<file path="config.mk">
export PLATFORM = sky130hd
export DESIGN_NAME = proxy_v2_header_parser_core
export DESIGN_NICKNAME = d
export VERILOG_FILES = /design/src/hw/rtl/pphp_pkg.sv /design/src/hw/rtl/pphp_parse.sv /design/src/hw/rtl/pphp_out.sv /design/src/hw/rtl/proxy_v2_header_parser_core.sv
export SDC_FILE = /design/constraint.sdc
export NUM_CORES = 1
export LEC_CHECK = 0
export ABC_AREA = 1
export BUFFER_PORTS_ARGS = -buffer_cell sky130_fd_sc_hd__buf_2
export CORE_ASPECT_RATIO = 0.7
export CORE_UTILIZATION = 40
export CTS_CLUSTER_SIZE = 10
export DETAILED_ROUTE_END_ITERATION = 8
export MAX_ROUTING_LAYER = met4
export SETUP_SLACK_MARGIN = 0.2
export SLEW_MARGIN = 20
export SYNTH_ARGS = -nofsm -noshare
export SYNTH_HDL_FRONTEND = slang
export SYNTH_SLANG_ARGS = --single-unit
</file>
<file path="constraint.sdc">
create_clock -name clk -period 10.2 [get_ports clk]
set_input_delay 1.53 -clock clk [delete_from_list [all_inputs] [get_ports clk]]
set_output_delay 1.53 -clock clk [all_outputs]
set_load 0.01 [all_outputs]
</file>
<file path="src/hw/rtl/pphp_pkg.sv">
`default_nettype none
package pphp_pkg;

  localparam logic [3:0] PP_VERSION = 4'h2;
  localparam logic [3:0] CMD_LOCAL  = 4'h0;
  localparam logic [3:0] CMD_PROXY  = 4'h1;
  localparam logic [3:0] FAM_UNSPEC = 4'h0;
  localparam logic [3:0] FAM_INET   = 4'h1;
  localparam logic [3:0] FAM_INET6  = 4'h2;
  localparam logic [3:0] FAM_UNIX   = 4'h3;

  localparam logic [15:0] INET_BLOCK  = 16'(4 + 4 + 2 + 2);
  localparam logic [15:0] INET6_BLOCK = 16'(16 + 16 + 2 + 2);

  // byte positions within the header
  localparam logic [4:0] POS_VER_CMD = 5'd12;
  localparam logic [4:0] POS_FAMILY  = 5'd13;
  localparam logic [4:0] POS_LEN_HI  = 5'd14;
  localparam logic [4:0] POS_LEN_LO  = 5'd15;
  localparam logic [4:0] POS_INET_END  = 5'd19;
  localparam logic [4:0] POS_INET6_END = 5'd31;

  localparam logic [2:0] ST_PROXY_OK   = 3'd0;
  localparam logic [2:0] ST_LOCAL_OK   = 3'd1;
  localparam logic [2:0] ST_BAD_SIG    = 3'd2;
  localparam logic [2:0] ST_BAD_VER    = 3'd3;
  localparam logic [2:0] ST_BAD_CMD    = 3'd4;
  localparam logic [2:0] ST_BAD_FAM    = 3'd5;
  localparam logic [2:0] ST_NO_ADDR    = 3'd6;
  localparam logic [2:0] ST_LEN_SHORT  = 3'd7;

  typedef struct packed {
    logic [7:0] data_byte;
    logic       first_byte;
  } in_word_t;

  typedef struct packed {
    logic [2:0]  status;
    logic        command_code;
    logic [1:0]  family_code;
    logic [15:0] declared_length;
    logic [63:0] address_high;
    logic [63:0] address_low;
  } out_word_t;

  function automatic logic [7:0] sig_byte(input logic [3:0] idx);
    logic [7:0] v;
    unique case (idx)
      4'd0:    v = 8'h0D;
      4'd1:    v = 8'h0A;
      4'd2:    v = 8'h0D;
      4'd3:    v = 8'h0A;
      4'd4:    v = 8'h00;
      4'd5:    v = 8'h0D;
      4'd6:    v = 8'h0A;
      4'd7:    v = 8'h51;
      4'd8:    v = 8'h55;
      4'd9:    v = 8'h49;
      4'd10:   v = 8'h54;
      4'd11:   v = 8'h0A;
      default: v = 8'h00;
    endcase
    return v;
  endfunction

endpackage
`default_nettype wire

</file>
<file path="src/hw/rtl/pphp_parse.sv">
`default_nettype none
module pphp_parse
  import pphp_pkg::*;
(
  input  wire logic      clk,
  input  wire logic      rst_n,
  input  wire logic      word_valid,
  input  wire in_word_t  word,
  input  wire logic      advance,
  output logic           res_valid,
  output out_word_t      res
);

  logic [4:0]   pos_r, pos_nxt;
  logic         sig_ok_r, sig_ok_nxt;
  logic [3:0]   ver_r, ver_nxt;
  logic [3:0]   cmd_r, cmd_nxt;
  logic [3:0]   fam_r, fam_nxt;
  logic [15:0]  len_r, len_nxt;
  logic [127:0] addr_r, addr_nxt;
  logic         done_r, done_nxt;

  always_comb begin
    logic       emit;
    logic       with_addr;
    logic [2:0] st;
    logic [7:0] b;
    b          = word.data_byte;
    emit       = 1'b0;
    with_addr  = 1'b0;
    st         = ST_PROXY_OK;
    pos_nxt    = pos_r;
    sig_ok_nxt = sig_ok_r;
    ver_nxt    = ver_r;
    cmd_nxt    = cmd_r;
    fam_nxt    = fam_r;
    len_nxt    = len_r;
    addr_nxt   = addr_r;
    done_nxt   = done_r;
    // restart on a first byte
    if (word.first_byte) begin
      pos_nxt    = '0;
      sig_ok_nxt = 1'b1;
      ver_nxt    = '0;
      cmd_nxt    = '0;
      fam_nxt    = '0;
      len_nxt    = '0;
      addr_nxt   = '0;
      done_nxt   = 1'b0;
    end
    if (!done_nxt) begin
      if (pos_nxt < POS_VER_CMD) begin
        if (b != sig_byte(pos_nxt[3:0])) sig_ok_nxt = 1'b0;
      end else if (pos_nxt == POS_VER_CMD) begin
        ver_nxt = b[7:4];
        cmd_nxt = b[3:0];
      end else if (pos_nxt == POS_FAMILY) begin
        fam_nxt = b[7:4];
      end else if (pos_nxt == POS_LEN_HI) begin
        len_nxt = {b, 8'h00};
      end else if (pos_nxt == POS_LEN_LO) begin
        len_nxt = {len_nxt[15:8], b};
        emit = 1'b1;
        priority if (!sig_ok_nxt)                           st = ST_BAD_SIG;
        else if (ver_nxt != PP_VERSION)                     st = ST_BAD_VER;
        else if (cmd_nxt > CMD_PROXY)                       st = ST_BAD_CMD;
        else if (fam_nxt > FAM_UNIX)                        st = ST_BAD_FAM;
        else if (cmd_nxt == CMD_LOCAL)                      st = ST_LOCAL_OK;
        else if (fam_nxt != FAM_INET && fam_nxt != FAM_INET6) st = ST_NO_ADDR;
        else if (len_nxt < ((fam_nxt == FAM_INET) ? INET_BLOCK : INET6_BLOCK))
          st = ST_LEN_SHORT;
        else
          emit = 1'b0;
      end else begin
        addr_nxt = {addr_nxt[119:0], b};
        if ((fam_nxt == FAM_INET && pos_nxt == POS_INET_END) ||
            (fam_nxt == FAM_INET6 && pos_nxt == POS_INET6_END)) begin
          emit      = 1'b1;
          with_addr = 1'b1;
          st        = ST_PROXY_OK;
        end
      end
      if (emit) done_nxt = 1'b1;
      else      pos_nxt  = pos_nxt + 5'd1;
    end
    res_valid            = word_valid && emit;
    res.status           = st;
    res.command_code     = (cmd_nxt <= CMD_PROXY) ? cmd_nxt[0] : 1'b0;
    res.family_code      = (fam_nxt <= FAM_UNIX) ? fam_nxt[1:0] : 2'd0;
    res.declared_length  = len_nxt;
    res.address_high     = with_addr ? addr_nxt[127:64] : 64'd0;
    res.address_low      = with_addr ? addr_nxt[63:0] : 64'd0;
  end

  always_ff @(posedge clk) begin
    if (!rst_n) begin
      pos_r    <= '0;
      sig_ok_r <= 1'b1;
      ver_r    <= '0;
      cmd_r    <= '0;
      fam_r    <= '0;
      len_r    <= '0;
      addr_r   <= '0;
      done_r   <= 1'b1;
    end else if (advance) begin
      pos_r    <= pos_nxt;
      sig_ok_r <= sig_ok_nxt;
      ver_r    <= ver_nxt;
      cmd_r    <= cmd_nxt;
      fam_r    <= fam_nxt;
      len_r    <= len_nxt;
      addr_r   <= addr_nxt;
      done_r   <= done_nxt;
    end
  end

  a_addr_zero: assert property (@(posedge clk) disable iff (!rst_n)
    res_valid && res.status != ST_PROXY_OK |->
      res.address_high == 64'd0 && res.address_low == 64'd0)
    else $error("address set on a result without an address");

  a_done_after_emit: assert property (@(posedge clk) disable iff (!rst_n)
    advance && res_valid |=> done_r)
    else $error("parser still active after its result");

  a_pos_bound: assert property (@(posedge clk) disable iff (!rst_n)
    !done_r |-> (pos_r <= POS_INET_END || fam_r == FAM_INET6))
    else $error("byte position past the IPv4 address end");

endmodule
`default_nettype wire

</file>
<file path="src/hw/rtl/pphp_out.sv">
`default_nettype none
module pphp_out
  import pphp_pkg::*;
(
  input  wire logic      clk,
  input  wire logic      rst_n,
  input  wire logic      load,
  input  wire out_word_t res,
  input  wire logic      out_stall,
  output logic           out_valid,
  output out_word_t      out_data,
  output logic           busy
);

  logic      valid_r, valid_nxt;
  out_word_t data_r;

  always_comb begin
    if (load)            valid_nxt = 1'b1;
    else if (!out_stall) valid_nxt = 1'b0;
    else                 valid_nxt = valid_r;
  end

  always_ff @(posedge clk) begin
    if (!rst_n) valid_r <= 1'b0;
    else        valid_r <= valid_nxt;
  end

  always_ff @(posedge clk) begin
    if (load) data_r <= res;
  end

  assign out_valid = valid_r;
  assign out_data  = data_r;
  // a new word may only enter once the held one is taken
  assign busy      = valid_r && out_stall;

endmodule
`default_nettype wire

</file>
<file path="src/hw/rtl/proxy_v2_header_parser_core.sv">
`default_nettype none
// Channel   Ports                          Word
// input     in_valid  in_stall  in_data    in_word_t  (data_byte, first_byte)
// result    out_valid out_stall out_data   out_word_t (status, fields, address)
//
// One byte is accepted every cycle while in_stall is low; a result passes the
// byte register and then the output register before it shows on out_valid, so it
// is registered twice after the byte that completes a header.
// The byte register feeds the parser, whose state updates when the byte advances.
// Reset is synchronous and active low; the parser starts idle until a first byte.
// A stalled result holds the parser only when the next byte also yields a result;
// other bytes keep flowing past the held result.
module proxy_v2_header_parser_core
  import pphp_pkg::*;
(
  input  wire logic      clk,
  input  wire logic      rst_n,
  input  wire logic      in_valid,
  output logic           in_stall,
  input  wire in_word_t  in_data,
  output logic           out_valid,
  input  wire logic      out_stall,
  output out_word_t      out_data
);

  logic      s1_valid_r, s1_valid_nxt;
  in_word_t  s1_word_r;
  logic      res_valid;
  out_word_t res;
  logic      out_busy;
  logic      go;
  logic      advance;

  assign go       = !(res_valid && out_busy);
  assign advance  = s1_valid_r && go;
  assign in_stall = s1_valid_r && !go;

  always_comb begin
    if (in_valid && !in_stall) s1_valid_nxt = 1'b1;
    else if (advance)          s1_valid_nxt = 1'b0;
    else                       s1_valid_nxt = s1_valid_r;
  end

  always_ff @(posedge clk) begin
    if (!rst_n) s1_valid_r <= 1'b0;
    else        s1_valid_r <= s1_valid_nxt;
  end

  always_ff @(posedge clk) begin
    if (in_valid && !in_stall) s1_word_r <= in_data;
  end

  pphp_parse u_parse (
    .clk        (clk),
    .rst_n      (rst_n),
    .word_valid (s1_valid_r),
    .word       (s1_word_r),
    .advance    (advance),
    .res_valid  (res_valid),
    .res        (res)
  );

  pphp_out u_out (
    .clk       (clk),
    .rst_n     (rst_n),
    .load      (advance && res_valid),
    .res       (res),
    .out_stall (out_stall),
    .out_valid (out_valid),
    .out_data  (out_data),
    .busy      (out_busy)
  );

endmodule
`default_nettype wire
</file>
After elaboration in Yosys (flattened, before gate mapping)
Memory sizes are Yosys's and may differ from the RTL's.
Index checks and enable logic that the tools add are counted.
- $lt $le $gt $ge: 6
- $add $sub $neg: 1
- reductions and logical operators: 18
- bitwise gates (word level): 2
- multiplexer cells: 72
- equal/unequal tests: 13
- operator list (kind ; count):
    128-bit two-way mux ; 7
    16-bit two-way mux ; 6
    4-bit two-way mux ; 13
    1-bit two-way mux ; 32
    8-bit two-way mux ; 3
    5-bit by 4-bit == test with 1-bit output, second input constant ; 4
    16-bit by 6-bit < comparator with 1-bit output ; 1
    3-bit two-way mux ; 5
    5-bit two-way mux ; 3
    5-bit == test, second input constant ; 2
    1-bit logical AND ; 10
    4-bit by 2-bit != test with 1-bit output, second input constant ; 2
    8-bit != test ; 1
    8-bit OR reduction ; 1
    7-bit OR reduction ; 1
    6-bit two-way mux ; 1
    6-bit OR reduction ; 1
    5-bit by 1-bit adder with 5-bit output, second input constant ; 1
    5-bit by 4-bit < comparator with 1-bit output, second input constant ; 1
    4-bit by 1-bit == test with 1-bit output, second input constant ; 1
    4-bit by 2-bit == test with 1-bit output, second input constant ; 1
    4-bit by 1-bit greater-than comparator with 1-bit output, second input constant ; 1
    4-bit by 2-bit greater-than comparator with 1-bit output, second input constant ; 1
    4-bit by 1-bit less-or-equal comparator with 1-bit output, second input constant ; 1
    9 further kinds ; 12
- output and inout port bits: 152
- bits in read-only memories: 96
- register bits: 324
- memories kept: 1
- input port bits: 13
- memory list (name ; words ; bits a word ; rd ports ; clocked after memory_dff ; wr ports ; RTL line ; RTL):
    (no name shown) ; 16 ; 6 ; 1 ; 0 ; 0 ; pphp_pkg.sv:48 ; unique case (idx)

Depth between registers and ports, before layout
Gate-level depths: netlist (run 1).
- word-level depth: 24
- depth in mapped cells: 21

Modules after synthesis
A second synthesis (run 1) with hierarchy kept.
- cell total of the unflattened synthesis: 1948
- area, all modules: 15368.5 um^2
- modules (own cells, without submodules) (module ; instances ; area each (um^2) ; sequential area each (um^2) ; cells each):
    pphp_parse ; 1 ; 10472.5 ; 3103.0 ; 1771
    pphp_out ; 1 ; 4548.1 ; 4524.3 ; 156
    proxy_v2_header_parser_core ; 1 ; 347.8 ; 290.3 ; 21

Worst setup path after synthesis (run 1)
OpenSTA, ideal clock, no wires.
- path type: flip-flop to flip-flop
- from: register s1_word_r[0] (netlist name)
- to: register u_out.data_r (netlist bit u_out.out_data[0]), enable pin
- slack: 1.390 ns
- data required time: 9.539 ns
- setup time: 0.661 ns
- cell stages (with the launch flop): 15
- arrival: 8.148 ns
- cell sequence: edfxtp_1 inv_2 buf_2 nand2_1 inv_1 ha_1 inv_1 nor2_1 ha_1 inv_1 nand3_1 nand2_1 inv_2 nand3_1 nor2_1
- cells in the longest elaborated chain, start to end: 23
- elaborated cells on any way between the ends: 48
- classes of those cells: 4 x order compare; 11 x eq/ne; 23 x mux; 10 x reduce/logical
- RTL lines (item ; RTL line ; RTL):
    from (decl) ; proxy_v2_header_parser_core.sv:27 ; in_word_t s1_word_r;
    from (signal assigned) ; proxy_v2_header_parser_core.sv:50 ; if (in_valid && !in_stall) s1_word_r <= in_data;
    4-bit two-way mux ; pphp_parse.sv:41 ; if (word.first_byte) begin
    4-bit by 1-bit == test with 1-bit output ; pphp_parse.sv:70, pphp_parse.sv:76 ;
    6-bit two-way mux ; pphp_parse.sv:70 ; else if (len_nxt < ((fam_nxt == FAM_INET) ? INET_BLOCK : INET6_BLOCK))
    16-bit by 6-bit < comparator with 1-bit output ; pphp_parse.sv:70 ;
    1-bit two-way mux ; pphp_parse.sv:70 ;
    1-bit two-way mux ; pphp_parse.sv:69 ; else if (fam_nxt != FAM_INET && fam_nxt != FAM_INET6) st = ST_NO_ADDR;
    1-bit two-way mux ; pphp_parse.sv:68 ; else if (cmd_nxt == CMD_LOCAL) st = ST_LOCAL_OK;
    1-bit two-way mux ; pphp_parse.sv:67 ; else if (fam_nxt > FAM_UNIX) st = ST_BAD_FAM;
    [8 not listed] ; - ;
    1-bit two-way mux ; pphp_parse.sv:51 ; if (!done_nxt) begin
    1-bit two-way mux (*) ; pphp_parse.sv:51 ;
    1-bit logical AND (*) ; pphp_parse.sv:86 ; res_valid = word_valid && emit;
    1-bit logical AND ; proxy_v2_header_parser_core.sv:34 ; assign go = !(res_valid && out_busy);
    1-bit logical NOT ; proxy_v2_header_parser_core.sv:34 ;
    1-bit logical AND ; proxy_v2_header_parser_core.sv:35 ; assign advance = s1_valid_r && go;
    1-bit logical AND (*) ; proxy_v2_header_parser_core.sv:66 ; .load (advance && res_valid),
    net u_out.load ; pphp_out.sv:7 ; input wire logic load,
    to (signal assigned) ; pphp_out.sv:30 ; if (load) data_r <= res;
    to (decl) ; pphp_out.sv:16 ; out_word_t data_r;
The timed path passes the listed nets; every way through them passes the cells marked *. The select of a mux whose other input is x is not followed.
A chain may end at the register's enable or synchronous reset.

Final worst setup path (run 1)
- from: register s1_word_r[0] (netlist name)
- to: register u_parse.addr_r[98]
- cells in the longest elaborated chain, start to end: 22
- elaborated cells on any way between the ends: 54
- classes of those cells: 4 x order compare; 11 x eq/ne; 30 x mux; 9 x reduce/logical
- RTL lines (item ; RTL line ; RTL):
    4-bit two-way mux ; pphp_parse.sv:41 ;
    4-bit by 1-bit == test with 1-bit output ; pphp_parse.sv:70, pphp_parse.sv:76 ;
    6-bit two-way mux ; pphp_parse.sv:70 ;
    16-bit by 6-bit < comparator with 1-bit output ; pphp_parse.sv:70 ;
    1-bit two-way mux ; pphp_parse.sv:70 ;
    1-bit two-way mux ; pphp_parse.sv:69 ;
    1-bit two-way mux ; pphp_parse.sv:68 ;
    1-bit two-way mux ; pphp_parse.sv:67 ;
    [5 not listed] ; - ;
    1-bit two-way mux ; pphp_parse.sv:57 ; end else if (pos_nxt == POS_FAMILY) begin
    1-bit two-way mux ; pphp_parse.sv:54 ; end else if (pos_nxt == POS_VER_CMD) begin
    1-bit two-way mux ; pphp_parse.sv:52 ; if (pos_nxt < POS_VER_CMD) begin
    1-bit two-way mux (2 in a row) ; pphp_parse.sv:51 ;
    1-bit logical AND ; pphp_parse.sv:86 ;
    1-bit logical AND ; proxy_v2_header_parser_core.sv:34 ;
    1-bit logical NOT ; proxy_v2_header_parser_core.sv:34 ;
    1-bit logical AND ; proxy_v2_header_parser_core.sv:35 ;
    to (signal assigned) ; pphp_parse.sv:112 ; addr_r <= addr_nxt;
    to (decl) ; pphp_parse.sv:20 ; logic [127:0] addr_r, addr_nxt;
Several ways; a longest one is shown, not always the timed one. The select of a mux whose other input is x is not followed.

==> Flow_metrics.wiki, run 1 <==
{| class="wikitable"
! Metric !! Value
|-
| Number of search-and-repair iterations in the first detailed-routing pass || 5
|-
| Leakage power || 8.15 nW
|-
| Dpl hpwl || 23600 µm
|-
| Wire length reported by the detailed router || 38200 µm
|-
| # IOs || 165
|-
| Power per cell area || 164 mW/mm²
|-
| Yosys cell types || 30
|-
| Area fraction of the dominant cell type after synthesis || 0.325
|-
| Most used standard cells in the synthesized netlist || sky130_fd_sc_hd__nand2_1 (455), sky130_fd_sc_hd__inv_1 (237), sky130_fd_sc_hd__o21ai_0 (229)
|-
| Layout cells sized above 1 || 0.119
|-
| Effective utilization at floorplan || 0.408
|-
| Via count of the first global-routing pass || 11400
|-
| Pin count of the biggest net entering global routing || 113
|-
| Flop and latch count out of synthesis || 316
|-
| Skew-Pair Late Insertion Delay || 530 ps
|-
| H-tree level count || 2
|-
| Via Count || 12400
|-
| Required time of the critical path || 10580 ps
|-
| Hold bufs inserted after CTS || 0
|-
| Synthesized instance count || 1861
|-
| Number of nets at the end of the flow || 1974
|-
| Worst R2R End || u_parse.addr_r[98]
|-
| Post-CTS Setup Bufs || 0
|-
| Endpoint of the worst setup timing path || u_parse.addr_r[98]
|-
| Path depth of the worst reg2reg path || 14
|-
| Area of the die || 0.0375 mm²
|-
| Number of routed nets with antenna violations || 0
|-
| Average footprint of a synthesized cell || 7.90 µm²
|-
| Global-route wire length before repair || 61000 µm
|-
| Remaining Overflow, GRT || 0
|-
| Async set-reset flop share out of synthesis || 0
|-
| Synth Flop Type || sky130_fd_sc_hd__edfxtp_1
|-
| CTS Buffer Depth || 3
|-
| Total routing usage reported by global routing || 0.209
|-
| Cell at the root of the clock tree || sky130_fd_sc_hd__clkbuf_16
|-
| Clk pwr share || 0.448
|-
| Sum of negative setup slack || 0 ps
|-
| Main area contributors after synthesis || sky130_fd_sc_hd__edfxtp_1 (32%), sky130_fd_sc_hd__dfxtp_1 (21%), sky130_fd_sc_hd__nand2_1 (12%)
|-
| Filler Cell Count || 3564
|-
| Antenna violations before repair || 0
|-
| Path type of the worst min-delay path || reg2reg
|-
| Maximum achievable frequency || 178 MHz
|-
| Post-cts resize count || 0
|-
| Nets in the synthesized netlist || 1886
|-
| Reported max-cap violation count || 0
|-
| Routed length per instance || 15.6 µm
|-
| P_int || 2.10 mW
|-
| Final Setup Violations || 0
|-
| Slew Limit Headroom || 0.266
|-
| Core box area || 0.0361 mm²
|-
| VDD IR-drop max || 0.0997 mV
|-
| Max-slew violation total from the final report || 0
|-
| CP Capture Type || flop
|-
| Clock transition at the registers of the reported paths || 60 ps
|-
| Synth Warn # || 0
|-
| Drt via density || 5.03
|-
| Total power consumption of the routed design || 2.74 mW
|-
| Net Sw Power || 0.645 mW
|-
| Measured slew at the worst slew-check pin || 1100 ps
|-
| Hold violation count in the final report || 0
|-
| Status || finished, final reports clean
|-
| Largest fanout on the critical path || 94
|-
| Net Sw Frac || 0.235
|-
| Number of diodes || 0
|-
| CTS sink count || 316
|-
| Number of buffers added by the clock tree synthesis step || 38
|-
| Number of placement rows || 58
|-
| Register-to-register setup slack || 4580 ps
|-
| Seq pwr share || 0.499
|-
| Critical Path Source Type || flop
|-
| Port Buf Inserts || 164
|-
| Minimum clock period after layout || 5620 ps
|-
| Post-synthesis instance area || 0.0147 mm²
|-
| Chip height || 162 µm
|-
| Most frequent cell after synthesis || sky130_fd_sc_hd__nand2_1
|-
| Crit Path Category || reg2reg
|-
| Number of enable flip-flop cells after synthesis || 159
|-
| Violation count after the first detailed-route iteration || 1248
|-
| Share of total power in combinational logic || 0.053
|-
| Routability congestion estimate from global placement || 0.927
|-
| Launch point of the worst reg-to-reg path || s1_word_r[0]
|-
| Sequential area share after synthesis || 0.539
|-
| Worst EP arrival || 5990 ps
|-
| Post-detailed-route DRC marker count || 0
|-
| Final cycle utilization of the critical path || 0.551
|-
| Critical path launch point || s1_word_r[0]
|-
| Die W || 231 µm
|-
| Layout Skew || 17.0 ps
|-
| TritonCTS clock tree || yes
|-
| Leading area contributor after synthesis || sky130_fd_sc_hd__edfxtp_1
|-
| Setup repair after global routing missed its margin || no
|-
| Area Growth Syn to Fin || 13.4%
|}
## kinds of logic (layout without fill, tap and decap cells)
family	after synthesis	count (layout)	synth area share
adder cells (fa/ha/maj)	12	12	0.0102
buffers and inverters	369	484	0.107
AO/OA/AOI/OAI	330	330	0.114
XOR/XNOR	4	4	0.00238
AND/OR/NAND/NOR	830	830	0.229
flip-flops	316	316	0.539
## worst min-delay path by stage
stage | endpoint | cells past startpoint | from | slack, ps
floorplan | u_parse.len_r[3] | 2 | u_parse.len_r[3] | 420
global placement | u_parse.ver_r[1] | 2 | u_parse.ver_r[1] | 450
detailed placement | u_parse.ver_r[1] | 2 | u_parse.ver_r[1] | 450
CTS | u_parse.ver_r[1] | 2 | u_parse.ver_r[1] | 460
global route | u_parse.len_r[3] | 2 | u_parse.len_r[3] | 470
finish | u_parse.ver_r[1] | 2 | u_parse.ver_r[1] | 460
## metal layers
metal | GRT usage | vias up | part of all wire
li1 | - | 6146 | -
met5 | - | - | 0
met1 | 0.313 | 5769 | 0.50
met3 | 0.0324 | 59 | 0.069
met2 | 0.290 | 385 | 0.42
met4 | 0.0569 | 0 | 0.018
## cell type report
| type | count | area [µm²] | share of cell area |
|---|---|---|---|
| Sequential cell | 316 | 7920 | 0.475 |
| Multi-Input combinational cell | 1176 | 5240 | 0.314 |
| Clock buffer | 64 | 1070 | 0.0642 |
| Inverter | 242 | 918 | 0.0551 |
| Timing Repair Buffer | 175 | 903 | 0.0542 |
| Tap cell | 480 | 601 | 0.0360 |
| Clock inverter | 3 | 22.5 | 0.00135 |
## sequential cells by signal, indices dropped and copies added, names as in the netlist
signal / cells
u_parse.sig_ok_r: 1
u_parse.fam_r: 4
s1_word_r: 9
u_parse.len_r: 16
u_parse.cmd_r: 4
s1_valid_r: 1
u_parse.pos_r: 5
u_out.out_valid: 1
u_parse.ver_r: 4
u_parse.addr_r: 120
u_parse.done_r: 1
u_out.out_data: 150
## through the flow
| stage | utilization | std cells | area, µm² | worst slack (ps) | hold slack, ps |
|---|---|---|---|---|---|
| after floorplan | - | 1861 | 14700 | 1390 | 424 |
| after global placement | 0.432 | 2389 | 15600 | 4690 | 445 |
| after detailed placement | 0.432 | 2389 | 15600 | 4700 | 450 |
| after CTS | 0.462 | 2456 | 16700 | 4630 | 459 |
| after global routing | 0.462 | 2456 | 16700 | 4120 | 473 |
| final | 0.462 | 2456 | 16700 | 4580 | 455 |
## power groups by stage
stage	clock (mW)	combinational, mW	sequential [mW]
after detailed placement	0	0.145	1.39
final	1.23	0.146	1.37
after CTS	1.25	0.145	1.37
after global routing	1.31	0.165	1.37
after floorplan	0	0.120	1.38
after global placement	0	0.143	1.39
## critical path: stages (launching register included)
cell	delay [ps]
sky130_fd_sc_hd__edfxtp_1	670
sky130_fd_sc_hd__inv_4	610
sky130_fd_sc_hd__buf_4	880
sky130_fd_sc_hd__nand2_1	220
sky130_fd_sc_hd__nand3_1	260
sky130_fd_sc_hd__nand2_1	80
sky130_fd_sc_hd__nor2_1	140
sky130_fd_sc_hd__nand3_2	110
sky130_fd_sc_hd__nand4_2	140
sky130_fd_sc_hd__nand2_4	330
sky130_fd_sc_hd__inv_4	690
sky130_fd_sc_hd__buf_4	870
sky130_fd_sc_hd__nand2_1	100
sky130_fd_sc_hd__nand2_1	90
sky130_fd_sc_hd__a21oi_1	50
## placed cells by master, fill, tap and decap left out
cell                        instances
sky130_fd_sc_hd__clkbuf_1          25
sky130_fd_sc_hd__nand4_1            4
sky130_fd_sc_hd__o21ai_1            6
sky130_fd_sc_hd__or2_2              2
sky130_fd_sc_hd__o21a_1             1
sky130_fd_sc_hd__nand3_1          153
sky130_fd_sc_hd__nand4_2            1
sky130_fd_sc_hd__inv_6              3
sky130_fd_sc_hd__inv_4              2
sky130_fd_sc_hd__nand3_4            1
sky130_fd_sc_hd__a31oi_1            1
sky130_fd_sc_hd__o22ai_1            2
sky130_fd_sc_hd__buf_4             11
sky130_fd_sc_hd__nand3_2            1
sky130_fd_sc_hd__nand2_4            2
sky130_fd_sc_hd__ha_1              12
sky130_fd_sc_hd__o211ai_1           3
sky130_fd_sc_hd__inv_1            236
sky130_fd_sc_hd__xor2_1             4
sky130_fd_sc_hd__clkbuf_16         39
sky130_fd_sc_hd__nand2_1          454
sky130_fd_sc_hd__nand2_2            3
sky130_fd_sc_hd__nor2_2             1
sky130_fd_sc_hd__inv_2              3
sky130_fd_sc_hd__nor2_1           203
sky130_fd_sc_hd__o21ai_0          229
sky130_fd_sc_hd__a21oi_1           87
sky130_fd_sc_hd__clkinv_2           1
sky130_fd_sc_hd__dfxtp_1          157
sky130_fd_sc_hd__buf_2            164
sky130_fd_sc_hd__nor4_1             1
sky130_fd_sc_hd__nor2_4             1
sky130_fd_sc_hd__nor3_1             3
sky130_fd_sc_hd__edfxtp_1         159
sky130_fd_sc_hd__a2111oi_0          1
(Power assumes the default switching activity.)
==> run 2, diff against run 1 <==
==> constraint.sdc (replaced) <==
create_clock -name clk -period 4.88 [get_ports clk]
set_input_delay 0.732 -clock clk [delete_from_list [all_inputs] [get_ports clk]]
set_output_delay 0.732 -clock clk [all_outputs]
set_load 0.01 [all_outputs]
==> run 2 against run 1 <==
Against the previous run: global-route usage fell by 0.088 points; clock power is 110% higher; routed wire length fell by 0.84%; setup slack got worse by 3900 ps; combinational power up 120%; total power rose by 110%; largest cell class unchanged; largest power group unchanged; highest routed layer unchanged.
==> Flow_metrics.wiki, run 2 (synthesized netlist as in run 1, its figures left out) <==
{| class="wikitable"
! Metric !! Value
|-
| Status || finished, final reports clean
|-
| Layout cells sized above 1 || 0.122 (+0.00267)
|-
| Number of diodes || 0 (unchanged)
|-
| Number of routed nets with antenna violations || 0 (unchanged)
|-
| VDD IR-drop max || 0.196 mV (+97%)
|-
| Cell seen most often among critical-path stages || sky130_fd_sc_hd__inv_1
|-
| Via Count || 12400 (+0.32%)
|-
| Post-CTS Setup Bufs || 0 (unchanged)
|-
| Most used routing layer || met1
|-
| Sum of negative setup slack || 0 ps (unchanged)
|-
| Commonest non-fill, non-tap cell in the layout || sky130_fd_sc_hd__nand2_1
|-
| Effective utilization at floorplan || 0.408 (unchanged)
|-
| Area of all placed cells without fillers || 0.0169 mm² (+1.1%)
|-
| Die W || 231 µm (unchanged)
|-
| Drt via density || 5.04 (about the same)
|-
| Area Growth Syn to Fin || 14.7%
|-
| Crit Path Category || reg2out
|-
| # IOs || 165 (unchanged)
|-
| Routed length per instance || 15.4 µm (-1.1%)
|-
| Clock transition at the registers of the reported paths || 60 ps (about the same)
|-
| Global-route wire length before repair || 60500 µm (-0.83%)
|-
| Area of the die || 0.0375 mm² (unchanged)
|-
| Remaining Overflow, GRT || 0 (unchanged)
|-
| Via count of the first global-routing pass || 11300 (-0.55%)
|-
| Max reg flops || 150 (unchanged)
|-
| Cell at the root of the clock tree || sky130_fd_sc_hd__clkbuf_16
|-
| Measured slew at the worst slew-check pin || 901 ps (-200 ps)
|-
| Chip height || 162 µm (unchanged)
|-
| Routability congestion estimate from global placement || 0.880 (-5.1%)
|-
| Total routing usage reported by global routing || 0.208 (-0.000877)
|-
| Worst EP arrival || 3470 ps (-2520 ps)
|-
| Number of buffers added by the clock tree synthesis step || 38 (unchanged)
|-
| Violation count after the first detailed-route iteration || 1165 (-6.7%)
|-
| Minimum clock period after layout || 4200 ps
|-
| CTS Buffer Depth || 3 (unchanged)
|-
| Fin cells || 2462 (+0.24%)
|-
| Core box area || 0.0361 mm² (unchanged)
|-
| Required time of the critical path || 4150 ps (-6430 ps)
|-
| Most used cells in the layout excluding fill and tap cells || sky130_fd_sc_hd__nand2_1 (454), sky130_fd_sc_hd__inv_1 (236), sky130_fd_sc_hd__o21ai_0 (229)
|-
| Slew Limit Headroom || 0.399 (+0.133)
|-
| Path type of the worst min-delay path || in2reg
|-
| Placed instance area || 0.0157 mm² (+0.88%)
|-
| Reported max-cap violation count || 0 (unchanged)
|-
| Worst path setup slack after routing || 679 ps (-3900 ps)
|-
| Antenna violations before repair || 0 (unchanged)
|-
| Worst stage delay on the critical path || 500 ps (-380 ps)
|-
| Largest fanout on the critical path || 34 (-64%)
|-
| CTS sink count || 316 (unchanged)
|-
| Number of search-and-repair iterations in the first detailed-routing pass || 5 (unchanged)
|-
| Setup repair after global routing missed its margin || no
|-
| Post-cts resize count || 0 (unchanged)
|-
| Met1 Track Usage GR || 0.306 (-0.00716)
|-
| Hold bufs inserted after CTS || 0 (unchanged)
|-
| Hold violation count in the final report || 0 (unchanged)
|-
| Critical Path Source Type || flop
|-
| Hold_ws || 374 ps (-81.5 ps)
|-
| Leakage power || 8.23 nW (+0.97%)
|-
| Library cell contributing the largest single delay on the critical path || sky130_fd_sc_hd__edfxtp_1
|-
| Power per cell area || 344 mW/mm² (+110%)
|-
| Final Setup Violations || 0 (unchanged)
|-
| Pin count of the biggest net entering global routing || 153 (+35%)
|-
| M3 GR Usage || 0.0357 (+0.00333)
|-
| Max-slew violation total from the final report || 0 (unchanged)
|-
| TritonCTS clock tree || yes
|-
| Number of placement rows || 58 (unchanged)
|-
| Setup slack after placement || 1080 ps (-3620 ps)
|-
| Post-detailed-route DRC marker count || 0 (unchanged)
|-
| Maximum achievable frequency || 238 MHz
|-
| Wire length reported by the detailed router || 37900 µm (-0.84%)
|-
| Met2 capacity usage during global routing || 0.294 (+0.00355)
|-
| Final cycle utilization of the critical path || 0.861
|-
| Skew-Pair Late Insertion Delay || 530 ps (about the same)
|-
| Dpl hpwl || 23300 µm (-1.2%)
|-
| CP Capture Type || output port
|-
| H-tree level count || 2 (unchanged)
|-
| Cell Count Post-Placement || 2394 (+0.21%)
|-
| Layout Skew || 17.9 ps (+0.970 ps)
|-
| Port Buf Inserts || 164 (unchanged)
|-
| Number of nets at the end of the flow || 1979 (+0.25%)
|-
| Ordered list of cells on the worst path || inv_4, nand2_1, inv_1, ha_1, inv_1, nor2_1, ha_1, nand3_1, nand3_1, nand2_1, inv_2, nand4_2, inv_1, buf_2
|}
[run 2: cell count changes in the layout (fill, tap and decap cells not counted), sizes merged]
cell / before / now
buf: 175 / 180
clkbuf: 64 / 67
clkinv: 1 / 0
inv: 244 / 243
[run 2: final timing paths]
kind,start,end,slack (ps),depth (start not counted)
worst min-delay path,in_data[8],s1_word_r[8],370,1
worst min register to register,u_parse.len_r[3],u_parse.len_r[3],450,2
worst max-delay path,s1_word_r[0],in_stall,680,14
worst max register to register,s1_word_r[0],u_parse.addr_r[29],990,16
[run 2: worst max-delay path, delay by kind of cell (launching register included)]
kind	cells	cell delay, ps
simple gates	6	980
fa+ha+maj	2	460
buf+inv	6	1000
flops	1	500
[run 2: layer usage]
| layer | vias up | routed length (µm) |
|---|---|---|
| met5 | - | 0 |
| met4 | 0 | 653 |
| met3 | 52 | 2430 |
| met2 | 392 | 16200 |
| met1 | 5782 | 18600 |
| li1 | 6172 | - |
[run 2: layout make-up]
cell class	instances	area [µm²]
fill	3519	19200
sequential	316	7920
timing repair buffer	180	1040
inverter	242	918
multi-input combinational	1176	5240
tap	480	601
clock buffer	67	1130
clock inverter	1	8.76
[run 2: through the flow]
step	total power, mW	utilization
CTS	5.86	0.468
global route	6.02	0.468
detailed placement	3.22	0.436
finish	5.80	0.468
global placement	3.22	0.436
floorplan	3.14	-
[run 2: power breakdown]
group	total (mW)	leakage [nW]	internal (mW)	switching (mW)
clock	2.63	0.546	1.57	1.06
sequential	2.85	3.10	2.82	0.0393
combinational	0.317	4.58	0.0839	0.233
total	5.80	8.23	4.46	1.33
==> run 3, diff against run 2 <==
--- a/config.mk
+++ b/config.mk
@@ -9,6 +9,7 @@
 export BUFFER_PORTS_ARGS = -buffer_cell sky130_fd_sc_hd__buf_2
 export CORE_ASPECT_RATIO = 0.7
 export CORE_UTILIZATION = 40
+export CTS_BUF_LIST = sky130_fd_sc_hd__clkbuf_8
 export CTS_CLUSTER_SIZE = 10
 export DETAILED_ROUTE_END_ITERATION = 8
 export MAX_ROUTING_LAYER = met4
==> run 3 against run 2 <==
Against the previous run: sequential power about the same; critical path depth unchanged; register-to-register slack improved by 70 ps; routed wire length about the same; fmax decreased by 0.82%; critical endpoint unchanged; design area decreased by 1.2%.
==> Flow_metrics.wiki, run 3 (synthesized netlist as in run 1, its figures left out) <==
{| class="wikitable"
! Metric !! Value
|-
| H-tree level count || 2 (unchanged)
|-
| Pin count of the biggest net entering global routing || 153 (unchanged)
|-
| Port Buf Inserts || 164 (unchanged)
|-
| Filler Cell Count || 3571 (+1.5%)
|-
| Crit Path Category || reg2out
|-
| CP Capture Type || output port
|-
| VDD IR-drop max || 0.177 mV (-9.6%)
|-
| Status || finished, final reports clean
|-
| Remaining Overflow, GRT || 0 (unchanged)
|-
| Library cell contributing the largest single delay on the critical path || sky130_fd_sc_hd__edfxtp_1
|-
| Number of buffers added by the clock tree synthesis step || 50 (+32%)
|-
| Core box area || 0.0361 mm² (unchanged)
|-
| Final cell utilization of the core || 0.462 (-0.00572)
|-
| Final cycle utilization of the critical path || 0.868 (+0.00709)
|-
| CTS sink count || 316 (unchanged)
|-
| CTS Buffer Depth || 3 (unchanged)
|-
| Cell at the root of the clock tree || sky130_fd_sc_hd__clkbuf_8
|-
| Via count of the first global-routing pass || 11400 (+0.14%)
|-
| Effective utilization at floorplan || 0.408 (unchanged)
|-
| Via Count || 12400 (-0.30%)
|-
| Minimum clock period after layout || 4240 ps (+34.6 ps)
|-
| Worst path setup slack after routing || 644 ps (-34.6 ps)
|-
| Skew-Pair Late Insertion Delay || 600 ps (+70 ps)
|-
| Path depth of the worst reg2reg path || 16 (unchanged)
|-
| Number of routed nets with antenna violations || 0 (unchanged)
|-
| Critical Path Source Type || flop
|-
| Final Setup Violations || 0 (unchanged)
|-
| Power per cell area || 318 mW/mm² (-7.5%)
|-
| Commonest non-fill, non-tap cell in the layout || sky130_fd_sc_hd__nand2_1
|-
| Largest fanout on the critical path || 34 (unchanged)
|-
| Slew Limit Headroom || 0.416 (+0.0170)
|-
| Placed instance area || 0.0157 mm² (unchanged)
|-
| Worst EP arrival || 3500 ps (+30 ps)
|-
| Area Growth Syn to Fin || 13.3%
|-
| Antenna violations before repair || 0 (unchanged)
|-
| Hold bufs inserted after CTS || 0 (unchanged)
|-
| Setup slack after placement || 1080 ps (unchanged)
|-
| Area of the die || 0.0375 mm² (unchanged)
|-
| Reported max-cap violation count || 0 (unchanged)
|-
| Hold violation count in the final report || 0 (unchanged)
|-
| Die W || 231 µm (unchanged)
|-
| Number of placement rows || 58 (unchanged)
|-
| Number of search-and-repair iterations in the first detailed-routing pass || 6 (+1)
|-
| # IOs || 165 (unchanged)
|-
| Required time of the critical path || 4150 ps (about the same)
|-
| Worst min-delay path startpoint || in_data[8]
|-
| Leakage power || 8.23 nW (about the same)
|-
| Post-detailed-route DRC marker count || 0 (unchanged)
|-
| Max reg flops || 150 (unchanged)
|-
| Post-cts resize count || 0 (unchanged)
|-
| Max-slew violation total from the final report || 0 (unchanged)
|-
| Worst R2R End || u_parse.addr_r[48]
|-
| Cells on Worst Hold Path || 1 (unchanged)
|-
| Maximum achievable frequency || 236 MHz (-0.82%)
|-
| Area of all placed cells without fillers || 0.0167 mm² (-1.2%)
|-
| Drt via density || 4.97 (-1.3%)
|-
| Number of nets at the end of the flow || 1991 (+0.61%)
|-
| Hold_ws || 326 ps (-47.5 ps)
|-
| Violation count after the first detailed-route iteration || 1159 (-0.52%)
|-
| Routed length per instance || 15.2 µm (-1.0%)
|-
| TritonCTS clock tree || yes
|-
| Routability congestion estimate from global placement || 0.880 (unchanged)
|-
| Sum of negative setup slack || 0 ps (unchanged)
|-
| Hold Path Sink || s1_word_r[8]
|-
| Number of diodes || 0 (unchanged)
|-
| Post-CTS Setup Bufs || 0 (unchanged)
|-
| Clock transition at the registers of the reported paths || 70 ps (about the same)
|-
| Global-route wire length before repair || 60300 µm (-0.38%)
|-
| Dpl hpwl || 23300 µm (unchanged)
|-
| Path type of the worst min-delay path || in2reg
|-
| Most used cells in the layout excluding fill and tap cells || sky130_fd_sc_hd__nand2_1 (454), sky130_fd_sc_hd__inv_1 (254), sky130_fd_sc_hd__o21ai_0 (229)
|-
| Register-to-register setup slack || 1060 ps (+70 ps)
|-
| Total routing usage reported by global routing || 0.207 (-0.00168)
|-
| Wire length reported by the detailed router || 37900 µm (about the same)
|-
| Layout cells sized above 1 || 0.132 (+0.0104)
|-
| Measured slew at the worst slew-check pin || 875 ps (-25.5 ps)
|-
| Chip height || 162 µm (unchanged)
|-
| Ordered list of cells on the worst path || inv_4, nand2_1, inv_1, ha_1, inv_1, nor2_1, ha_1, nand3_1, nand3_1, nand2_1, inv_2, nand4_2, inv_1, buf_2
|-
| Cell seen most often among critical-path stages || sky130_fd_sc_hd__inv_1
|-
| Layout Skew || 26.1 ps (+8.17 ps)
|-
| Launch point of the worst reg-to-reg path || s1_word_r[0]
|-
| Worst stage delay on the critical path || 500 ps (about the same)
|-
| Setup repair after global routing missed its margin || no
|}
-- run 3: changes by cell type in the layout (fill, tap and decap cells not counted), sizes merged --
cell	change
clkbuf	-11
inv	+18
clkinvlp	+2
clkinv	+17
-- run 3: critical path: cells and delay by family (launching register included) --
| family | cells | cell delay (ps) |
|---|---|---|
| buffers and inverters | 6 | 980 |
| DFF | 1 | 500 |
| adders and majority gates | 2 | 460 |
| and+or+nand+nor | 6 | 980 |
-- run 3: report_power, final --
part | internal, mW | switching (mW) | leakage, nW
logic | 0.0838 | 0.231 | 4.58
registers | 2.81 | 0.0395 | 3.10
clock network | 1.06 | 1.08 | 0.549
-- run 3: cell type report --
type | count | area, µm² | area share
inverters | 242 | 918 | 0.0551
multi-input cells | 1176 | 5240 | 0.315
repair buffers | 180 | 1040 | 0.0625
flip-flops and latches | 316 | 7920 | 0.475
well taps | 480 | 601 | 0.0361
clock inverters | 38 | 165 | 0.00992
clock buffers | 56 | 771 | 0.0463
-- run 3: layer usage --
metal,vias to the layer above,share of wire,track usage
li1,6195,-,-
met1,5757,0.50,0.302
met2,355,0.42,0.294
met3,54,0.065,0.0373
met4,0,0.016,0.0503
met5,-,0,-
-- run 3: worst max path at each step --
stage                         endpoint         start  slack [ps]
floorplan            u_out.out_data[0]  s1_word_r[0]         260
global placement    u_parse.addr_r[34]  s1_word_r[0]        1170
detailed placement  u_parse.addr_r[48]  s1_word_r[0]        1080
CTS                           in_stall  s1_word_r[0]         600
global route                  in_stall  s1_word_r[0]         380
finish                        in_stall  s1_word_r[0]         640
-- run 3: per-stage QoR --
| stage | cells | power (mW) |
|---|---|---|
| 5_1_grt | 2488 | 5.52 |
| 4_1_cts | 2488 | 5.36 |
| 3_3_place_gp | 2394 | 3.22 |
| 6_report | 2488 | 5.30 |
| 3_5_place_dp | 2394 | 3.22 |
| 2_1_floorplan | 1861 | 3.14 |
